**src/hdl/gmsc_pkg.sv**
```systemverilog
// shared constants, types and address wrap functions for the one-star cost engine
package gmsc_pkg;

  localparam int VERTEX_DEPTH   = 1024;
  localparam int TERMINAL_DEPTH = 1024;
  localparam int GROUP_MAX      = 16;

  localparam int RESULT_LIMIT = 16;
  localparam int GROUP_LIMIT  = (GROUP_MAX < RESULT_LIMIT) ? GROUP_MAX : RESULT_LIMIT;

  localparam int TA_W  = (TERMINAL_DEPTH > 1) ? $clog2(TERMINAL_DEPTH) : 1;
  localparam int VA_W  = $clog2(VERTEX_DEPTH);
  localparam int GRP_W = (GROUP_LIMIT > 1) ? $clog2(GROUP_LIMIT) : 1;

  localparam int OP_W   = 2;
  localparam int ID_W   = 10;
  localparam int DIST_W = 31;
  localparam int CNT_W  = 5;
  localparam int SIZE_W = 7;
  localparam int IDX_W  = 4;

  localparam logic [DIST_W-1:0] NO_COST = '1;

  localparam int RECIP_SH = 20;
  localparam int T_RECIP  = ((1 << RECIP_SH) + TERMINAL_DEPTH - 1) / TERMINAL_DEPTH;
  localparam int V_RECIP  = ((1 << RECIP_SH) + VERTEX_DEPTH - 1) / VERTEX_DEPTH;

  typedef enum logic [OP_W-1:0] {
    OP_TERM = 2'd0,
    OP_DIST = 2'd1,
    OP_ROOT = 2'd2
  } op_e;

  typedef enum logic [2:0] {
    ST_IDLE,
    ST_TREAD,
    ST_TCHK,
    ST_DCHK,
    ST_SKIP,
    ST_EMIT
  } state_e;

  typedef struct packed {
    logic start;
    logic wr_term;
    logic wr_dist;
    logic hit;
    logic take_min;
    logic adv;
    logic next_group;
  } cmd_t;

  typedef struct packed {
    logic none;
    logic size_zero;
    logic is_root;
    logic member_last;
    logic group_last;
  } stat_t;

  // remainder by reciprocal multiply, exact for 10-bit operands
  function automatic logic [TA_W-1:0] term_wrap(input logic [ID_W-1:0] x);
    logic [31:0] q;
    logic [31:0] r;
    q = (32'(x) * 32'(T_RECIP)) >> RECIP_SH;
    r = 32'(x) - q * 32'(TERMINAL_DEPTH);
    return TA_W'(r);
  endfunction

  function automatic logic [VA_W-1:0] vert_wrap(input logic [ID_W-1:0] x);
    logic [31:0] q;
    logic [31:0] r;
    q = (32'(x) * 32'(V_RECIP)) >> RECIP_SH;
    r = 32'(x) - q * 32'(VERTEX_DEPTH);
    return VA_W'(r);
  endfunction

endpackage

```
**src/hdl/gmsc_ctrl.sv**
```systemverilog
// controller state machine sequencing loads and the group walk
module gmsc_ctrl
  import gmsc_pkg::*;
(
  input  logic            clk_i,
  input  logic            rst_ni,
  input  logic            in_valid_i,
  input  logic [OP_W-1:0] op_i,
  input  logic            out_ready_i,
  input  stat_t           stat_i,
  output logic            in_ready_o,
  output logic            out_valid_o,
  output cmd_t            cmd_o
);

  state_e state_q, state_d;
  logic   in_acc;

  assign in_acc = in_valid_i && in_ready_o;

  always_ff @(posedge clk_i or negedge rst_ni) begin
    if (!rst_ni) begin
      state_q <= ST_IDLE;
    end else begin
      state_q <= state_d;
    end
  end

  always_comb begin
    state_d = state_q;
    case (state_q)
      ST_IDLE: begin
        if (in_acc && (op_i == OP_ROOT) && !stat_i.none) begin
          state_d = stat_i.size_zero ? ST_EMIT : ST_TREAD;
        end
      end
      ST_TREAD: state_d = ST_TCHK;
      ST_TCHK: begin
        if (stat_i.is_root) begin
          state_d = stat_i.member_last ? ST_EMIT : ST_SKIP;
        end else begin
          state_d = ST_DCHK;
        end
      end
      ST_DCHK: state_d = stat_i.member_last ? ST_EMIT : ST_TREAD;
      ST_SKIP: state_d = stat_i.member_last ? ST_EMIT : ST_SKIP;
      ST_EMIT: begin
        if (out_ready_i) begin
          if (stat_i.group_last) begin
            state_d = ST_IDLE;
          end else begin
            state_d = stat_i.size_zero ? ST_EMIT : ST_TREAD;
          end
        end
      end
      default: state_d = ST_IDLE;
    endcase
  end

  always_comb begin
    cmd_o       = '0;
    in_ready_o  = 1'b0;
    out_valid_o = 1'b0;
    case (state_q)
      ST_IDLE: begin
        in_ready_o     = 1'b1;
        cmd_o.wr_term  = in_valid_i && (op_i == OP_TERM);
        cmd_o.wr_dist  = in_valid_i && (op_i == OP_DIST);
        cmd_o.start    = in_valid_i && (op_i == OP_ROOT);
      end
      ST_TCHK: begin
        cmd_o.hit = stat_i.is_root;
        cmd_o.adv = stat_i.is_root;
      end
      ST_DCHK: begin
        cmd_o.take_min = 1'b1;
        cmd_o.adv      = 1'b1;
      end
      ST_SKIP: cmd_o.adv = 1'b1;
      ST_EMIT: begin
        out_valid_o      = 1'b1;
        cmd_o.next_group = out_ready_i;
      end
      default: cmd_o = '0;
    endcase
  end

endmodule

```
**config.mk**
```make
export PLATFORM = sky130hd
export DESIGN_NAME = gmsc_ctrl
export DESIGN_NICKNAME = d
export VERILOG_FILES = /design/src/hdl/gmsc_pkg.sv /design/src/hdl/gmsc_ctrl.sv
export SDC_FILE = /design/constraint.sdc
export NUM_CORES = 1
export LEC_CHECK = 0
export ABC_CLOCK_PERIOD_IN_PS = 1140
export BUFFER_PORTS_ARGS = -buffer_cell sky130_fd_sc_hd__buf_2
export CAP_MARGIN = 10
export CELL_PAD_IN_SITES_DETAIL_PLACEMENT = 1
export CELL_PAD_IN_SITES_GLOBAL_PLACEMENT = 1
export CORE_UTILIZATION = 23
export DETAILED_ROUTE_END_ITERATION = 8
export PLACE_DENSITY = 0.75
export SLEW_MARGIN = 30
export SYNTH_ARGS = -nofsm -noshare
export SYNTH_HDL_FRONTEND = slang
export SYNTH_SLANG_ARGS = --single-unit
```
**constraint.sdc**
```tcl
create_clock -name clk_i -period 1.14 [get_ports clk_i]
set_input_delay 0.114 -clock clk_i [delete_from_list [all_inputs] [get_ports clk_i]]
set_output_delay 0.114 -clock clk_i [all_outputs]
set_load 0.03 [all_outputs]
```
; ---- Yosys cells after proc, flatten, opt, wreduce, memory -nomap -nowiden
; Index checks and enable logic that the tools add are counted.
[totals]
input_bits = 11
elab_cells = 36
register_bits = 3
out_inout_bits = 9
[classes]
reduce_logical = 11
mux = 15
n_eq_ne = 9
[ops]
columns = op, n
row1 = $mux W3, 7
row2 = $pmux W3 S6, 1
row3 = $eq A3 B2 Y1 const B, 2
row4 = $eq A3 B3 Y1 const B, 2
row5 = $logic_and A1 B1 Y1, 6
row6 = $mux W1, 6
row7 = $ne A2 B2 Y1 const B, 2
row8 = $eq A3 B1 Y1 const B, 1
row9 = $logic_not A3 Y1, 1
row10 = $eq A2 B1 Y1 const B, 1
row11 = $eq A2 B2 Y1 const B, 1
row12 = $logic_not A2 Y1, 1
row13 = $pmux W1 S2, 1
row14 = $reduce_and A2 Y1, 1
row15 = $reduce_or A2 Y1, 1
row16 = $logic_not A1 Y1, 1

; ---- Logic depth before layout (Yosys ltp)
; Gate-level depths: netlist of the first run.
[logic_depth]
ltp_word = 7
mapped_depth = 5
ltp_nobuf = 4

; ---- Least setup slack after synthesis of the first run
; Ideal clock, no wire load.
[synth_timing]
kind = register -> output
start = register state_q[2]
end = output port cmd_o[4] (netlist bit)
path_stages_with_launch = 4
slack_ps = -464
t_arrival_ps = 1490
cell_sequence = dfrtp_1 -> buf_6 -> nor3_2 -> and4b_1
[synth_rtl]
columns = item, line_no
row1 = "start, declared", gmsc_ctrl.sv:16  ; state_e state_q, state_d;
row2 = "start signal, assigned", gmsc_ctrl.sv:25  ; state_q <= state_d;
row3 = "end, declared", gmsc_ctrl.sv:13  ; output cmd_t cmd_o

==> results of run 1 <==
==> layer usage <==
metal | GRT usage (%) | share of wire (%)
met3 | 1.70 | 3.5
met5 | 0 | 0
met2 | 37.7 | 55
met1 | 18.4 | 40
met4 | 12.9 | 1.8
==> cell usage after synthesis, drive strengths merged <==
| master | count | share of area [%] |
|---|---|---|
| mux2i | 1 | 3.1 |
| and2 | 3 | 5.8 |
| maj3 | 1 | 3.5 |
| a21boi | 1 | 2.3 |
| and4b | 1 | 3.1 |
| and3b | 1 | 3.9 |
| dfrtp | 3 | 23 |
| nor2b | 2 | 3.9 |
| and3 | 1 | 1.9 |
| a22oi | 1 | 3.9 |
| inv | 1 | 1.2 |
| nor2 | 4 | 4.6 |
| and4bb | 1 | 3.9 |
| buf | 3 | 8.5 |
| a21oi | 3 | 4.6 |
| nand3b | 2 | 4.6 |
| nand2 | 4 | 4.6 |
| nor3 | 1 | 3.1 |
| o21ai | 4 | 6.2 |
| nand2b | 2 | 3.9 |
==> logic make-up (layout without fill, tap and decap cells) <==
family | Yosys count | after routing | synth area share, %
flip-flops | 3 | 3 | 23.3
buffers and inverters | 4 | 40 | 9.69
AO/OA/AOI/OAI | 9 | 9 | 17.1
adder cells (fa/ha/maj) | 1 | 1 | 3.49
multiplexers | 1 | 1 | 3.10
AND/OR/NAND/NOR | 22 | 22 | 43.4
==> per-stage QoR <==
| step | hold slack [ns] | power [mW] |
|---|---|---|
| floorplan | -0.182 | 0.865 |
| global placement | -0.0880 | 1.08 |
| detailed placement | -0.0881 | 1.10 |
| CTS | 0.148 | 1.79 |
| global route | 0.164 | 1.99 |
| finish | 0.142 | 1.87 |
==> what timing repair did <==
| action | 4_1_cts | 5_1_grt |
|---|---|---|
| buffers inserted | 9 | 2 |
| setup endpoints to repair | 11 | 11 |
| pin swaps | 7 | 8 |
| endpoints found under the hold margin | 3 | 0 |
| hold buffers | 1 | 0 |
| gates resized for setup | 37 | 5 |
==> path summary, 6_finish.rpt <==
path,from,to,slack (ns),depth (start not counted)
setup / recovery,state_q[0],cmd_o[3],-0.28,5
hold / removal,stat_i[3],state_q[2],0.14,3
setup reg to reg,state_q[0],state_q[0],-0.19,6
hold reg to reg,state_q[2],state_q[1],0.63,2
max in group asynchronous,rst_ni,state_q[0],0.82,2
min in group asynchronous,rst_ni,state_q[2],0.20,2
==> power by group through the flow <==
stage	sequential [mW]	clock [mW]	combinational (mW)
final	0.255	0.194	1.42
after global routing	0.260	0.210	1.52
after CTS	0.257	0.192	1.34
after detailed placement	0.257	0	0.841
after global placement	0.252	0	0.825
after floorplan	0.175	0	0.689
==> worst register-to-register path, cell delays in order (launching register included) <==
cell,delay (ns)
dfrtp_2,0.44
buf_12,0.14
nand2b_4,0.16
buf_6,0.12
a22oi_2,0.13
o21ai_1,0.08
and2_1,0.14
==> area by class of cell <==
cell class,instances,area share (%)
Inverter,1,0.514
Timing Repair Buffer,35,43.0
Tap cell,15,2.57
Clock buffer,4,3.60
Multi-Input combinational cell,33,39.6
Sequential cell,3,10.8
==> results.md, run 1 <==
- RSZ-0062 raised after global routing: yes
- Max-slew violation count: 0
- Largest registers: state_q (3)
- Share of the yosys chip area belonging to registers: 23.3%
- Tcrit/Tclk final: 125%
- Layout cells sized above 1: 77.6%
- Max-capacitance violation count: 0
- Hold Path Class: primary input to register
- Relative slew slack: 86.4%
- Core Rows: 13
- Clock network power share: 10.3%
- CP Launch Type: register
- I/O pin count: 20
- First-pass GRT wire length: 1920 um
- Endpoints failing setup: 11
- Max IR drop VDD: 1110 uV
- Total GRT Usage: 19.3%
- CP delay by family, top: flip-flops
- Sequential Power Share: 13.6%
- Internal power: 1.07 mW
- Reg area: 78.8 um2
- Initial core utilization: 24.8%
- CP Cell Sequence: buf_12, nand2b_4, buf_6, nor2_4, buf_6
- Gate power share: 76.0%
- Clk_skew: 0.00545 ns
- Max Fclk: 702 MHz
- Initial antenna violation count: 0
- Mapped Avg Cell Area: 8.07 um2
- Setup_tns: -2.30 ns
- Total CTS buffers: 3
- Placement Setup Slack: -0.117 ns
- Worst skew pair latency: 0.24 ns
- Fin crit period: 1.42 ns
- Height of the die: 39.5 um
- Final hold violation count: 0
- Core Util, Final: 56.2%
- Syn Std Cell Area: 323 um2
- #FFs+latches synth: 3
- Worst Tran Pin Value: 0.204 ns
- Outcome: finished, violations left
- Worst Path Required: 1.03 ns
- Core Area: 1300 um2
- Non-filler instance count after layout: 91
- GP Congestion: 0.747
- Most frequent CP cell: buf_6
- # diodes: 0
- Slowest-stage cell, CP: dfrtp_2
- Pwr/cell area: 2560 nW/um2
- CTS tree: done
- Final wirelength: 1240 um
- Critical Path Fanout Max: 4
- Port Buffer Count: 19
- H-tree depth: 1
- Final Cell Area: 731 um2
- Width of the chip: 39.5 um
- Number of global-route vias before repair: 465
- Largest net degree at the start of global routing: 6
- Clk slew on worst S/H paths: 0.04 ns
- Antenna Nets Post-Route: 0
- Clock root buffer: clkbuf_4
- DR DRC count: 0
- Max Root-Sink Buffers: 2
- Fillers: 154
- Clock Sinks: 3
- Failing checks: negative setup slack
- Multi-input gate area: 289 um2
- Vias post-DR: 439
- Worst path bufs/invs: 3
- Routed WL per cell: 13.6 um
- Switch share: 42.5%
- Reg with most FFs: state_q
- Post-Syn Instances: 40
- Commonest non-fill, non-tap cell in the layout: buf_6
- Die footprint: 1560 um2
- Synth cell types: 22
- 1st-iter DRT viols: 1
- Max reg flops: 3
- Number of synthesis warnings: 0
- Placed cell count: 77
- DP Wirelength: 703 um
- Total grt overflow: 0
- Net Sw Power: 0.795 mW
- Placed Area: 475 um2
- Area Growth Syn to Fin: 126%
- Worst path max stage delay: 0.44 ns
- Leak: 0.338 nW
- Drt via density: 4.82
- Synth Net Count: 51
- Crit path DAT: 1.31 ns
- DR pass1 iterations: 2
- Final worst setup slack: -0.285 ns
- Commonest cells after routing, fill and taps aside: 17 x buf_6, 11 x buf_2, 5 x buf_4
- CP Class: register to primary output
- Final nets: 88
- CP Capture Type: primary output
Power figures use the tool's default switching activity.
==> run 2, diff against run 1 <==
Settings changed: PLACE_DENSITY 0.75 to default, PLACE_DENSITY_LB_ADDON from default to 0.1.
==> results.md, run 2 (synthesis results as in run 1) <==
- Outcome: finished, violations left
- Failing checks: negative setup slack
- Max Root-Sink Buffers: 2 (unchanged)
- Antenna Nets Post-Route: 0 (unchanged)
- Multi-input gate area: 258 um2 (-11%)
- Largest registers: state_q (3)
- Core Rows: 13 (unchanged)
- Final worst setup slack: -0.252 ns (+0.0330 ns)
- Clk_skew: 0.000286 ns (-0.00516 ns)
- DR DRC count: 0 (unchanged)
- Number of global-route vias before repair: 351 (-25%)
- CTS tree: done
- Final hold violation count: 0 (unchanged)
- Commonest cells after routing, fill and taps aside: 13 x buf_4, 10 x buf_2, 10 x buf_6
- Clock Sinks: 3 (unchanged)
- Initial antenna violation count: 0 (unchanged)
- Switch share: 41.2% (-1.3 points)
- Total CTS buffers: 3 (unchanged)
- Endpoints failing setup: 11 (unchanged)
- Height of the die: 39.5 um (unchanged)
- Reg with most FFs: state_q
- Max Fclk: 718 MHz (+2.4%)
- Max-capacitance violation count: 0 (unchanged)
- Clock root buffer: clkbuf_4
- Core Util, Final: 50.4% (-5.8 points)
- Pwr/cell area: 2570 nW/um2 (+0.61%)
- H-tree depth: 1 (unchanged)
- Final nets: 87 (-1.1%)
- Crit path DAT: 1.28 ns (-0.03 ns)
- Initial core utilization: 24.8% (unchanged)
- Drt via density: 4.60 (-4.6%)
- Relative slew slack: 87.7% (+1.4 points)
- CP Class: register to primary output
- Layout cells sized above 1: 72.0% (-5.6 points)
- CP Capture Type: primary output
- Hold Path Class: primary input to register
- Max-slew violation count: 0 (unchanged)
- I/O pin count: 20 (unchanged)
- CP Launch Type: register
- Leak: 0.312 nW (-7.8%)
- Worst Tran Pin Value: 0.183 ns (-0.0207 ns)
- Fillers: 160 (+3.9%)
- Port Buffer Count: 19 (unchanged)
- First-pass GRT wire length: 1390 um (-27%)
- Clk slew on worst S/H paths: 0.04 ns (about the same)
- Overall power: 1.69 mW (-9.7%)
- DR pass1 iterations: 2 (unchanged)
- Gate power share: 73.6% (-2.4 points)
- GP Congestion: 0.640 (-14%)
- Die footprint: 1560 um2 (unchanged)
- Net Sw Power: 0.695 mW (-13%)
- Worst Path Required: 1.03 ns (about the same)
- Sequential Power Share: 15.8% (+2.2 points)
- Core Area: 1300 um2 (unchanged)
- Internal power: 0.993 mW (-7.6%)
- Max reg flops: 3 (unchanged)
- Area Growth Syn to Fin: 103%
- Commonest non-fill, non-tap cell in the layout: buf_4
- Largest net degree at the start of global routing: 9 (+3)
- # diodes: 0 (unchanged)
- Vias post-DR: 414 (-5.7%)
- Reg area: 78.8 um2 (unchanged)
- Setup_tns: -2.40 ns (-0.106 ns)
- Worst skew pair latency: 0.23 ns (about the same)
- Fin crit period: 1.39 ns (-0.0330 ns)
- Routed WL per cell: 10.6 um (-22%)
- Width of the chip: 39.5 um (unchanged)
- Max IR drop VDD: 1170 uV (+5.3%)
- Final wirelength: 953 um (-23%)
- 1st-iter DRT viols: 4 (+3)
- RSZ-0062 raised after global routing: yes
- Tcrit/Tclk final: 122% (-2.9 points)
- Clock network power share: 10.7% (+0.4 points)
- DP Wirelength: 689 um (-2.1%)
- Critical Path Fanout Max: 7 (+3)
- Total grt overflow: 0 (unchanged)
- Total GRT Usage: 13.2% (-6.1 points)
==> run 2: cell type report <==
cell class | instances | area share (%)
sequential | 3 | 12.0
inverter | 1 | 0.573
multi-input combinational | 33 | 39.3
tap | 15 | 2.86
timing repair buffer | 34 | 41.2
clock buffer | 4 | 4.01
==> run 2: worst max-delay path: stages (launching register included) <==
cell	delay, ns
dfrtp_2	0.45
nor3_4	0.22
and4bb_4	0.25
buf_6	0.12
==> run 2: power by group through the flow <==
stage               Combinational (mW)  Sequential, mW  Clock (mW)
floorplan                        0.689           0.175           0
global placement                 0.856           0.267           0
detailed placement               0.861           0.268           0
CTS                               1.11           0.266       0.187
global route                      1.34           0.281       0.196
finish                            1.24           0.266       0.180
==> run 2: repair_timing <==
item | in CTS | in global routing
buffers inserted | 4 | 3
endpoints found under the hold margin | 3 | 0
gates resized for setup | 23 | 5
pin swaps | 4 | 1
endpoints found under the setup margin | 11 | 12
hold buffers | 1 | 0
==> run 2: per-layer routing <==
layer	track usage (%)	part of all wire, %	wire length [um]
met5	0	0	0
met4	5.17	0	0
met3	0	3.5	33
met2	25.4	56	538
met1	15.1	40	381
==> run 2: through the flow <==
| stage | instance area [um2] | setup slack (ns) | cells | hold slack (ns) |
|---|---|---|---|---|
| floorplan | 344 | -0.253 | 40 | -0.182 |
| global placement | 483 | -0.127 | 78 | -0.0896 |
| detailed placement | 483 | -0.142 | 78 | -0.0912 |
| CTS | 616 | -0.263 | 87 | 0.183 |
| global route | 656 | -0.325 | 90 | 0.197 |
| finish | 656 | -0.252 | 90 | 0.189 |
==> run 2: worst paths after layout <==
check | slack (ns) | from | endpoint | cells after the start
setup / recovery | -0.25 | state_q[2] | cmd_o[5] | 3
hold / removal | 0.19 | stat_i[3] | state_q[2] | 3
setup reg to reg | -0.24 | state_q[0] | state_q[0] | 6
hold reg to reg | 0.65 | state_q[2] | state_q[1] | 2
max in group asynchronous | 0.82 | rst_ni | state_q[1] | 2
min in group asynchronous | 0.21 | rst_ni | state_q[2] | 2
